File: config.mk
export PLATFORM = sky130hd
export DESIGN_NAME = tsu8_emit_flat
export DESIGN_NICKNAME = d
export VERILOG_FILES = /design/src/hdl/tsu8_pkg.sv /design/src/hdl/tsu8_out_if.sv /design/src/hdl/tsu8_emit.sv /design/src/flat_wrapper.sv
export SDC_FILE = /design/constraint.sdc
export NUM_CORES = 1
export LEC_CHECK = 0
export BUFFER_PORTS_ARGS = -buffer_cell sky130_fd_sc_hd__buf_4
export CAP_MARGIN = 20
export CORE_ASPECT_RATIO = 0.75
export CORE_MARGIN = 2
export CORE_UTILIZATION = 40
export DETAILED_ROUTE_END_ITERATION = 10
export PLACE_DENSITY = 0.65
export SLEW_MARGIN = 10
export SYNTH_ARGS = -nofsm -noshare
export SYNTH_HDL_FRONTEND = slang
export SYNTH_SLANG_ARGS = --single-unit
export TNS_END_PERCENT = 20
File: constraint.sdc
create_clock -name clk -period 9.1 [get_ports clk]
set_input_delay 1.82 -clock clk [delete_from_list [all_inputs] [get_ports clk]]
set_output_delay 1.82 -clock clk [all_outputs]
set_load 0.01 [all_outputs]
File: src/hdl/tsu8_pkg.sv
// Shared types, constants and UTF-8 helper functions of the text string transcoder.
package tsu8_pkg;

	localparam int BYTE_W  = 8;
	localparam int CP_W    = 16;
	localparam int TAB_DEPTH = 256;
	localparam int MODE_W  = 3;

	// Decoder modes.
	localparam logic [MODE_W-1:0] MODE_AWAIT  = 3'd0;
	localparam logic [MODE_W-1:0] MODE_HOLD   = 3'd1;
	localparam logic [MODE_W-1:0] MODE_SINGLE = 3'd2;
	localparam logic [MODE_W-1:0] MODE_BE     = 3'd3;
	localparam logic [MODE_W-1:0] MODE_LE     = 3'd4;

	// Command codes.
	localparam logic CMD_DATA  = 1'b0;
	localparam logic CMD_TABLE = 1'b1;

	// Byte order mark bytes.
	localparam logic [BYTE_W-1:0] MARK_FE = 8'hFE;
	localparam logic [BYTE_W-1:0] MARK_FF = 8'hFF;

	// One job handed from the decoder to the emitter: up to two code points
	// and an optional closing zero byte.
	typedef struct packed {
		logic [1:0]      nch;
		logic            term;
		logic [CP_W-1:0] cp0;
		logic [CP_W-1:0] cp1;
	} job_t;

	// Number of UTF-8 bytes of a 16-bit code point.
	function automatic logic [1:0] utf8_len(input logic [CP_W-1:0] cp);
		logic [1:0] len;
		if (cp[15:7] == 9'd0) begin
			len = 2'd1;
		end else if (cp[15:11] == 5'd0) begin
			len = 2'd2;
		end else begin
			len = 2'd3;
		end
		return len;
	endfunction

	// Byte number idx of the UTF-8 form of a 16-bit code point.
	function automatic logic [BYTE_W-1:0] utf8_byte(input logic [CP_W-1:0] cp,
			input logic [1:0] idx);
		logic [BYTE_W-1:0] b;
		case (utf8_len(cp))
			2'd1: begin
				b = cp[7:0];
			end
			2'd2: begin
				b = (idx == 2'd0) ? {3'b110, cp[10:6]} : {2'b10, cp[5:0]};
			end
			default: begin
				case (idx)
					2'd0:    b = {4'b1110, cp[15:12]};
					2'd1:    b = {2'b10, cp[11:6]};
					default: b = {2'b10, cp[5:0]};
				endcase
			end
		endcase
		return b;
	endfunction

endpackage

File: src/hdl/tsu8_out_if.sv
// Output channel: valid/ready handshake carrying one UTF-8 byte word.
interface tsu8_out_if;
	logic       valid;
	logic       ready;
	logic [7:0] out_byte;
	logic       run_last;
	logic       terminator;

	modport source (output valid, out_byte, run_last, terminator, input ready);
	modport sink (input valid, out_byte, run_last, terminator, output ready);
endinterface

File: src/hdl/tsu8_emit.sv
// UTF-8 emitter: walks a job's code points byte by byte into the output register.
module tsu8_emit (
	input  logic            clk,
	input  logic            arst_n,
	input  logic            job_valid,
	output logic            job_ready,
	input  tsu8_pkg::job_t  job,
	tsu8_out_if.source      dout
);

	logic                        busy_q;
	logic [1:0]                  nch_q;
	logic                        term_q;
	logic [tsu8_pkg::CP_W-1:0]   cp0_q;
	logic [tsu8_pkg::CP_W-1:0]   cp1_q;
	logic [1:0]                  ch_q;
	logic [1:0]                  bi_q;

	logic                        ovalid_q;
	logic [tsu8_pkg::BYTE_W-1:0] obyte_q;
	logic                        olast_q;
	logic                        oterm_q;

	logic                        step;
	logic                        in_char;
	logic [tsu8_pkg::CP_W-1:0]   cur_cp;
	logic [1:0]                  cur_len;
	logic                        last_byte;
	logic [tsu8_pkg::BYTE_W-1:0] nbyte;
	logic                        nlast;
	logic                        nterm;
	logic                        done;
	logic [1:0]                  ch_nx;
	logic [1:0]                  bi_nx;

	assign step      = busy_q && (!ovalid_q || dout.ready);
	assign job_ready = !busy_q || (step && done);

	assign in_char   = (ch_q != nch_q);
	assign cur_cp    = ch_q[0] ? cp1_q : cp0_q;
	assign cur_len   = tsu8_pkg::utf8_len(cur_cp);
	assign last_byte = ((bi_q + 2'd1) == cur_len);

	// Pick the next byte and the position after it.
	always_comb begin
		nbyte = '0;
		nlast = 1'b1;
		nterm = 1'b1;
		done  = 1'b1;
		ch_nx = ch_q;
		bi_nx = bi_q;
		if (in_char) begin
			nbyte = tsu8_pkg::utf8_byte(cur_cp, bi_q);
			nterm = 1'b0;
			if (last_byte) begin
				ch_nx = ch_q + 2'd1;
				bi_nx = 2'd0;
				done  = ((ch_q + 2'd1) == nch_q) && !term_q;
			end else begin
				bi_nx = bi_q + 2'd1;
				done  = 1'b0;
			end
			nlast = done;
		end
	end

	// Job register and byte position.
	always_ff @(posedge clk or negedge arst_n) begin
		if (!arst_n) begin
			busy_q <= 1'b0;
		end else if (job_ready) begin
			busy_q <= job_valid;
		end
	end

	always_ff @(posedge clk) begin
		if (job_ready && job_valid) begin
			nch_q  <= job.nch;
			term_q <= job.term;
			cp0_q  <= job.cp0;
			cp1_q  <= job.cp1;
			ch_q   <= 2'd0;
			bi_q   <= 2'd0;
		end else if (step) begin
			ch_q <= ch_nx;
			bi_q <= bi_nx;
		end
	end

	// Output register.
	always_ff @(posedge clk or negedge arst_n) begin
		if (!arst_n) begin
			ovalid_q <= 1'b0;
		end else if (step) begin
			ovalid_q <= 1'b1;
		end else if (dout.ready) begin
			ovalid_q <= 1'b0;
		end
	end

	always_ff @(posedge clk) begin
		if (step) begin
			obyte_q <= nbyte;
			olast_q <= nlast;
			oterm_q <= nterm;
		end
	end

	assign dout.valid      = ovalid_q;
	assign dout.out_byte   = obyte_q;
	assign dout.run_last   = olast_q;
	assign dout.terminator = oterm_q;

	// The character index never runs past the job's character count.
	a_ch_bound: assert property (@(posedge clk) disable iff (!arst_n)
		busy_q |-> (ch_q <= nch_q && nch_q <= 2'd2))
		else $error("character index beyond job");

	// Once all characters are out, only the closing zero byte can remain.
	a_term_phase: assert property (@(posedge clk) disable iff (!arst_n)
		(busy_q && !in_char) |-> term_q)
		else $error("job has nothing left to emit");

	// The byte index stays inside the current character.
	a_bi_bound: assert property (@(posedge clk) disable iff (!arst_n)
		(busy_q && in_char) |-> (bi_q < cur_len))
		else $error("byte index beyond UTF-8 length");

endmodule

File: src/flat_wrapper.sv
// flat-port wrapper written by rule: the top's interface ports become plain ports
module tsu8_emit_flat 
  (clk, arst_n, job_valid, job_ready, job, dout_valid, dout_out_byte, dout_run_last, dout_terminator, dout_ready);
  tsu8_out_if dout_i ();
  input  logic clk;
  input  logic arst_n;
  input  logic job_valid;
  output logic job_ready;
  input  tsu8_pkg::job_t job;
  output wire logic [$bits(dout_i.valid)-1:0] dout_valid;
  output wire logic [$bits(dout_i.out_byte)-1:0] dout_out_byte;
  output wire logic [$bits(dout_i.run_last)-1:0] dout_run_last;
  output wire logic [$bits(dout_i.terminator)-1:0] dout_terminator;
  input wire logic [$bits(dout_i.ready)-1:0] dout_ready;
  assign dout_valid = dout_i.valid;
  assign dout_out_byte = dout_i.out_byte;
  assign dout_run_last = dout_i.run_last;
  assign dout_terminator = dout_i.terminator;
  assign dout_i.ready = dout_ready;
  tsu8_emit u_core (.clk(clk), .arst_n(arst_n), .job_valid(job_valid), .job_ready(job_ready), .job(job), .dout(dout_i));
endmodule
# Word-level counts from Yosys, hierarchy flattened
# Cells that the tools add are included.
# word_totals
ff_bits	51
input_bits	39
elab_cells	47
# classes
addsub	2
n_eq_ne	6
muxes	13
reduce_logical	15
# ops
op	count
16-bit two-way mux	1
8-bit one-hot mux with 2 select lines	1
7-bit one-hot mux with 2 select lines	1
9-bit zero test	1
7-bit two-way mux	1
1-bit two-way mux	6
2-bit two-way mux	3
5-bit zero test	1
2-bit by 1-bit adder with 2-bit output, second input constant	2
2-bit by 1-bit == test with 1-bit output, second input constant	2
2-bit == test	2
1-bit logical AND	4
1-bit zero test	3
3-bit AND reduction	1
2-bit == test, second input constant	1
2-bit zero test	1
1-bit logical OR	2
2-bit inequality test	1
2-bit AND reduction	1
2-bit nonzero test	1

# Depth between registers and ports, before layout
# Gate-level depths: netlist (run 1).
# depth
depth_word	10
ltp_mapped	7
depth_no_buf	6

# Least setup slack after synthesis (run 1)
# No wires, ideal clock.
# synth_path
path_type	input-to-output
from	input dout_ready
to	output job_ready
t_arrival_ns	2.359
t_required_ns	7.280
setup_slack_ns	4.921
stages	3
path_buffers	0
path_cell_list	nand2b_1 -> o22ai_1 -> a31oi_1
# synth_between
elab_chain_cells	4
# synth_lines
item	line	source
start, declared	flat_wrapper.sv:14	input wire logic [$bits(dout_i.ready)-1:0] dout_ready;
1-bit logical OR	tsu8_emit.sv:36	assign step = busy_q && (!ovalid_q || dout.ready);
1-bit logical AND	tsu8_emit.sv:36	
1-bit logical AND	tsu8_emit.sv:37	assign job_ready = !busy_q || (step && done);
1-bit logical OR	tsu8_emit.sv:37	
end, declared	flat_wrapper.sv:8	output logic job_ready;
# Every way passes these cells.

# Final worst setup path (run 1)
# layout_path
from	register u_core.ch_q[0]
to	output job_ready
# layout_between
elab_chain_cells	9
elab_cells_between_ends	14
classes_between	1 x add/sub; 3 x eq/ne; 5 x mux; 5 x reduce/logical
# layout_lines
item	line	source
start, declared	tsu8_emit.sv:16	logic [1:0] ch_q;
start signal, assigned	tsu8_emit.sv:85	ch_q <= ch_nx;
16-bit two-way mux	tsu8_emit.sv:40	assign cur_cp = ch_q[0] ? cp1_q : cp0_q;
5-bit zero test	tsu8_pkg.sv:38	end else if (cp[15:11] == 5'd0) begin
1-bit two-way mux	tsu8_pkg.sv:38	
2-bit two-way mux	tsu8_pkg.sv:36	if (cp[15:7] == 9'd0) begin
2-bit == test	tsu8_emit.sv:42	assign last_byte = ((bi_q + 2'd1) == cur_len);
1-bit two-way mux	tsu8_emit.sv:55	if (last_byte) begin
1-bit two-way mux *	tsu8_emit.sv:52	if (in_char) begin
1-bit logical AND *	tsu8_emit.sv:37	
1-bit logical OR *	tsu8_emit.sv:37	
# Mark *: on every way between the ends. The rest lies on a longest branch, timed or not.

==> summary.txt, run 1 <==
Status
  – Status: complete, no violations

Worst setup path
  – Bufs and invs on worst path: 2
  – Crit Path Class: reg2out
  – Reg2reg end: u_core.nch_q[1]$_DFFE_PP_
  – Slowest stage delay, CP: 0.59 ns
  – Slowest CP cell: dfxtp_1
  – Top cell by count, worst path: buf_4
  – R2r setup slk: 5.88 ns
  – Crit path max-delay family: simple AND/OR/NAND/NOR gates
  – Critical R2R Launch: u_core.ch_q[0]$_SDFFE_PP0P_
  – Crit end category: primary output
  – CP Cell Sequence: buf_4 -> nor4b_2 -> o22ai_2 -> or4_4 -> and3_4 -> a31oi_1 -> buf_4
  – Worst Path Arrival: 2.80 ns
  – Worst R2R Path Depth: 7
  – Required @ worst endpoint: 7.28 ns
  – CP max FO: 20
  – Worst setup path startpoint: u_core.ch_q[0]$_SDFFE_PP0P_
  – CP endpoint: job_ready
  – CP Depth: 7
  – Startpoint Class: flip-flop

Synthesis
  – Yosys reg bits: 51
  – Post-Synthesis Net Count: 190
  – Mapped cell area: 0.002205 mm²
  – Number of flops mapped to enable cells by yosys: 45
  – Cells after synthesis: 149
  – Ys Warns: 0
  – Synth Flop Type: edfxtp_1
  – Post-synth top area share: 61.29%
  – Ys async rst share: 3.922%
  – Area contributors post-synth: edfxtp_1 61%, mux2_2 6.1%, dfxtp_1 3.6%
  – Register area share after synthesis: 67.20%
  – Netlist cell types: 44
  – Largest area contributor in the netlist: edfxtp_1
  – Synth Area per Inst: 14.80 µm²

Job
  – Max Cap Viol: 0

Clocking
  – CTS Buffer Depth: 2
  – Post-CTS sizing: 0
  – H-Tree Depth: 2
  – Hold bufs inserted after CTS: 0
  – Clock latency on the worst-skew pair: 0.30 ns
  – CTS Sinks: 51
  – Post-CTS Setup Inserts: 0
  – CTS Root Cell: clkbuf_8
  – CTS clk-pin slew, worst paths: 0.08 ns
  – TritonCTS clock tree: built
  – Clock buffer count from CTS: 5

Timing
  – Fmax: 0.2165 GHz
  – Final hold violation count: 0
  – Fin crit share: 50.76%
  – Tightest Pin Transition: 0.4727 ns
  – RSZ-0062 raised after global routing: false
  – Clock skew: 0.003458 ns
  – Final setup fails: 0
  – Setup TNS: 0 ns
  – Pins Over Slew Limit: 0
  – Final Hold Slack: 0.4937 ns
  – Final Critical Period: 4.619 ns
  – Relative slew slack: 68.49%

Pwr
  – VDD IR max: 0.09625 mV
  – Leak: 1.035 nW
  – PD cells: 276.5 mW/mm²

Global routing
  – Initial antenna violation count: 0
  – Vias in the first global route: 1366
  – Global-route usage over all layers: 14.09%
  – Largest net degree at the start of global routing: 40
  – Total gr overflow: 0
  – First-pass GRT wire length: 6520 µm

Die
  – Core area: 0.005324 mm²
  – Row cnt: 23
  – DIE HEIGHT: 68.30 µm
  – Ports: 51
  – Die area: 0.006128 mm²
  – Die X: 89.73 µm
  – Initial Utilization: 41.41%

Routing
  – Number of routed nets with antenna violations: 0
  – DRT iter0 DRCs: 59
  – DRC: 0
  – DR vias/cell: 4.957
  – Wire per inst: 14.31 µm
  – Drt first pass iters: 5
  – Final wirelength: 4008 µm
  – Vias: 1388

Finish
  – Fillers: 475
  – Layout Cells excl Fill: 280
  – Area growth, synth to finish: 24.57%
  – Layout cells sized above 1: 38.05%
  – Diodes inserted: 0
  – Nets: 245
  – Final instance area: 0.002746 mm²

Placed design
  – DP HPWL: 2997 µm
  – Port bufs: 50
  – Cell area after placement: 0.002666 mm²
  – Placer Congestion: 0.8811
  – Placed insts: 272

Worst hold path
  – HP Class: reg2reg
==> synth_stat cells, drive strengths merged (3+ instances only) <==
| cell | n |
|---|---|
| mux2 | 13 |
| o21ai | 4 |
| a21oi | 6 |
| clkbuf | 3 |
| edfxtp | 45 |
| xnor2 | 3 |
| inv | 7 |
| nor2 | 11 |
| a22oi | 3 |
| a222oi | 3 |
| dfxtp | 4 |
| nand2 | 8 |
==> flip-flops by register name, summed over array words and instances (netlist names), 2 cells and up <==
register / flops
u_core.ch_q: 2
u_core.dout.out_byte: 8
u_core.cp1_q: 16
u_core.cp0_q: 16
u_core.nch_q: 2
u_core.bi_q: 2
==> cell families after synthesis <==
family / after synthesis / synth area share, %
flip-flops: 51 / 67.20
AND/OR/NAND/NOR: 37 / 9.932
AO/OA/AOI/OAI: 29 / 10.39
multiplexers: 15 / 7.548
buffers and inverters: 11 / 2.214
XOR/XNOR: 4 / 1.589
adder cells (fa/ha/maj): 2 / 1.135
==> layout make-up <==
| class | instances | area, µm² | share of cell area (%) |
|---|---|---|---|
| Clock buffer | 8 | 80.08 | 2.916 |
| Inverter | 7 | 26.28 | 0.9567 |
| Multi-Input combinational cell | 87 | 674.4 | 24.56 |
| Sequential cell | 51 | 1481 | 53.94 |
| Tap cell | 75 | 93.84 | 3.417 |
| Timing Repair Buffer | 52 | 390.4 | 14.21 |
==> per-layer routing <==
metal	vias to the layer above	GRT usage, %	wire (µm)
met5	-	0	0
met2	47	21.97	1759
met4	0	7.308	85
met3	10	4.515	271
met1	648	18.03	1891
li1	683	-	-
==> worst min-delay path, cell delays in order (launching register included) <==
cell     delay (ns)
dfxtp_1        0.33
a21oi_1        0.06
nor2_1         0.07
==> worst min path at each step <==
stage                                       end  slack, ns  depth (start not counted)                        start
finish              u_core.bi_q[1]$_SDFFE_PP0P_       0.49                          2  u_core.bi_q[1]$_SDFFE_PP0P_
global route        u_core.bi_q[1]$_SDFFE_PP0P_       0.51                          2  u_core.bi_q[1]$_SDFFE_PP0P_
CTS                 u_core.bi_q[1]$_SDFFE_PP0P_       0.50                          2  u_core.bi_q[1]$_SDFFE_PP0P_
detailed placement  u_core.bi_q[1]$_SDFFE_PP0P_       0.48                          2  u_core.bi_q[1]$_SDFFE_PP0P_
global placement    u_core.bi_q[1]$_SDFFE_PP0P_       0.48                          2  u_core.bi_q[1]$_SDFFE_PP0P_
floorplan           u_core.bi_q[1]$_SDFFE_PP0P_       0.46                          2  u_core.bi_q[1]$_SDFFE_PP0P_
==> cells in the final DEF, fill, tap and decap left out, drive strengths merged, types with 3 or more instances in the layout <==
cell type and instances:
a21oi 6, a222oi 3, a22oi 3, buf 52, clkbuf 8, dfxtp 4
edfxtp 45, inv 7, mux2 13, nand2 8, nor2 11, o21ai 4
xnor2 3
==> metrics by stage <==
stage                      power, W  worst slack (ns)  util, %
after detailed placement  0.0006431             4.637    50.08
final                     0.0007595             4.481    51.59
after CTS                 0.0007670             4.463    51.59
after global routing      0.0008100             4.277    51.59
after global placement    0.0006344             4.682    50.08
after floorplan           0.0005513             4.921        -
==> report_power, final <==
part	switching (W)	internal [W]
Sequential	0.0000291	0.000324
Clock	0.0000678	0.0000547
Combinational	0.000153	0.000131
Total	0.000250	0.000510
(Power assumes the default switching activity.)
==> run 2: changes to the inputs <==
- PLACE_DENSITY: 0.65 -> 0.68
- clock period: 9.1 -> 4.2 ns (I/O delays scaled with it)
==> run 2 against run 1 <==
Against the previous run: sequential power grew 120%; core utilization is the same; first-iteration DRC count grew 100%; cell area is the same; register-to-register slack lost 4.6 ns; critical path type unchanged.
==> summary.txt, run 2 (synthesized netlist as in run 1, its figures left out) <==
Placed design
  – Port bufs: 50 (unchanged)
  – DP HPWL: 2961 µm (was 2997 µm)
  – Placed insts: 272 (unchanged)
  – Placer Congestion: 0.8516 (was 0.8811)

Finish
  – Diodes inserted: 0 (unchanged)
  – Most frequent cells in the layout: 52 x buf_4, 45 x edfxtp_1, 12 x mux2_2 (unchanged)
  – Nets: 245 (unchanged)
  – Final Util: 51.59% (unchanged)
  – Fillers: 472 (was 475)
  – Layout Cells excl Fill: 280 (unchanged)
  – Layout cells sized above 1: 38.05% (unchanged)
  – Area growth, synth to finish: 24.57% (unchanged)
  – Leading cell type in the layout, fill and taps excluded: buf_4 (unchanged)

Timing
  – Final Hold Slack: 0.3014 ns (was 0.4937 ns)
  – Final hold violation count: 0 (unchanged)
  – Clock skew: 0.005916 ns (was 0.003458 ns)
  – Pins Over Slew Limit: 0 (unchanged)
  – RSZ-0062 raised after global routing: false (unchanged)
  – Fmax: 0.3010 GHz
  – Final setup fails: 0 (unchanged)
  – Relative slew slack: 68.41% (was 68.49%)
  – Final Critical Period: 3.322 ns
  – Fin crit share: 79.09%
  – Setup TNS: 0 ns (unchanged)
  – Tightest Pin Transition: 0.4738 ns (was 0.4727 ns)

Worst setup path
  – Crit Path Class: reg2out (unchanged)
  – Reg2reg end: u_core.cp0_q[6]$_DFFE_PP_ (was u_core.nch_q[1]$_DFFE_PP_)
  – Slowest stage delay, CP: 0.46 ns (was 0.59 ns)
  – Worst Path Arrival: 2.48 ns (was 2.80 ns)
  – Startpoint Class: flip-flop (unchanged)
  – R2r setup slk: 1.27 ns (was 5.88 ns)
  – Worst R2R Path Depth: 7 (unchanged)
  – Required @ worst endpoint: 3.36 ns (was 7.28 ns)
  – Critical R2R Launch: u_core.ch_q[0]$_SDFFE_PP0P_ (unchanged)
  – CP Depth: 7 (unchanged)
  – Crit end category: primary output (unchanged)
  – Top cell by count, worst path: buf_4 (unchanged)
  – Crit path max-delay family: simple AND/OR/NAND/NOR gates (unchanged)
  – Slowest CP cell: or4_4 (was dfxtp_1)
  – CP max FO: 21 (was 20)
  – Bufs and invs on worst path: 2 (unchanged)
  – CP Cell Sequence: buf_4 -> nor3_1 -> a22oi_1 -> or4_4 -> and3_4 -> a31oi_1 -> buf_4 (was buf_4 -> nor4b_2 -> o22ai_2 -> or4_4 -> and3_4 -> a31oi_1 -> buf_4)

Global routing
  – Global-route usage over all layers: 13.94% (was 14.09%)
  – Largest net degree at the start of global routing: 40 (unchanged)
  – Vias in the first global route: 1272 (was 1366)
  – Total gr overflow: 0 (unchanged)
  – First-pass GRT wire length: 6368 µm (was 6520 µm)
  – Initial antenna violation count: 0 (unchanged)

Routing
  – Number of routed nets with antenna violations: 0 (unchanged)
  – Vias: 1408 (was 1388)
  – DRC: 0 (unchanged)
  – Wire per inst: 14.36 µm (was 14.31 µm)
  – Drt first pass iters: 4 (was 5)
  – DR vias/cell: 5.029 (was 4.957)
  – DRT iter0 DRCs: 120 (was 59)
  – Final wirelength: 4021 µm (was 4008 µm)

Clocking
  – Clock latency on the worst-skew pair: 0.30 ns (about the same)
  – CTS Sinks: 51 (unchanged)
  – TritonCTS clock tree: built (unchanged)
  – Hold bufs inserted after CTS: 0 (unchanged)
  – CTS Buffer Depth: 2 (unchanged)
  – Post-CTS sizing: 0 (unchanged)
  – CTS Root Cell: clkbuf_8 (unchanged)
  – H-Tree Depth: 2 (unchanged)
  – Post-CTS Setup Inserts: 0 (unchanged)
  – Clock buffer count from CTS: 5 (unchanged)
  – CTS clk-pin slew, worst paths: 0.08 ns (about the same)

Pwr
  – Power Total: 0.001653 W (was 0.0007595 W)
  – Leak: 1.035 nW (unchanged)
  – PD cells: 601.9 mW/mm² (was 276.5 mW/mm²)
  – VDD IR max: 0.2198 mV (was 0.09625 mV)

Die
  – Die area: 0.006128 mm² (unchanged)
  – Core area: 0.005324 mm² (unchanged)
  – Row cnt: 23 (unchanged)
  – Initial Utilization: 41.41% (unchanged)
  – Die X: 89.73 µm (unchanged)
  – Ports: 51 (unchanged)
  – DIE HEIGHT: 68.30 µm (unchanged)

Worst hold path
  – HP Class: in2async (was reg2reg)

Status
  – Status: complete, no violations (unchanged)

Job
  – Max Cap Viol: 0 (unchanged)
-- run 2: cell counts in the layout (fill, tap and decap cells not counted) --
No cell type changed its count.
-- run 2: how the worst max path moves through the flow --
stage	startpoint	endpoint
final	u_core.ch_q[0]$_SDFFE_PP0P_	job_ready
after CTS	u_core.ch_q[0]$_SDFFE_PP0P_	job_ready
after detailed placement	u_core.ch_q[0]$_SDFFE_PP0P_	job_ready
after global placement	u_core.ch_q[0]$_SDFFE_PP0P_	job_ready
after global routing	u_core.ch_q[0]$_SDFFE_PP0P_	job_ready
after floorplan	u_core.ch_q[0]$_SDFFE_PP0P_	u_core.cp0_q[0]$_DFFE_PP_
-- run 2: cell type report --
class	instances	area [µm²]	share of cell area (%)
timing repair buffer	52	390.4	14.21
inverter	7	26.28	0.9567
multi-input combinational	87	674.4	24.56
clock buffer	8	80.08	2.916
sequential	51	1481	53.94
tap	75	93.84	3.417
-- run 2: per-layer routing --
| layer | global-route usage [%] | vias up | wire (µm) |
|---|---|---|---|
| li1 | - | 686 | - |
| met1 | 19.66 | 663 | 1878 |
| met2 | 20.36 | 52 | 1791 |
| met3 | 3.414 | 7 | 291 |
| met4 | 6.923 | 0 | 59 |
| met5 | 0 | - | 0 |
-- run 2: power breakdown --
part	internal [W]	leakage (nW)	switching, W	total [W]
sequential	0.000702	0.467	0.0000616	0.000763
combinational	0.000285	0.529	0.000338	0.000622
clock	0.000119	0.0395	0.000149	0.000267
total	0.00111	1.04	0.000548	0.00165
-- run 2: stage by stage --
| stage | instance area [µm²] | setup WS (ns) |
|---|---|---|
| floorplan | 2205 | 1.047 |
| global placement | 2666 | 1.292 |
| detailed placement | 2666 | 1.224 |
| CTS | 2746 | 0.8748 |
| global route | 2746 | 0.7065 |
| finish | 2746 | 0.8783 |
-- run 2: worst reg2reg max path, stage by stage (launching register included) --
cell,delay [ns]
dfxtp_1,0.42
buf_4,0.28
nor3_1,0.27
a22oi_1,0.16
or4_4,0.46
and3_4,0.22
a311oi_4,0.28
buf_4,0.45
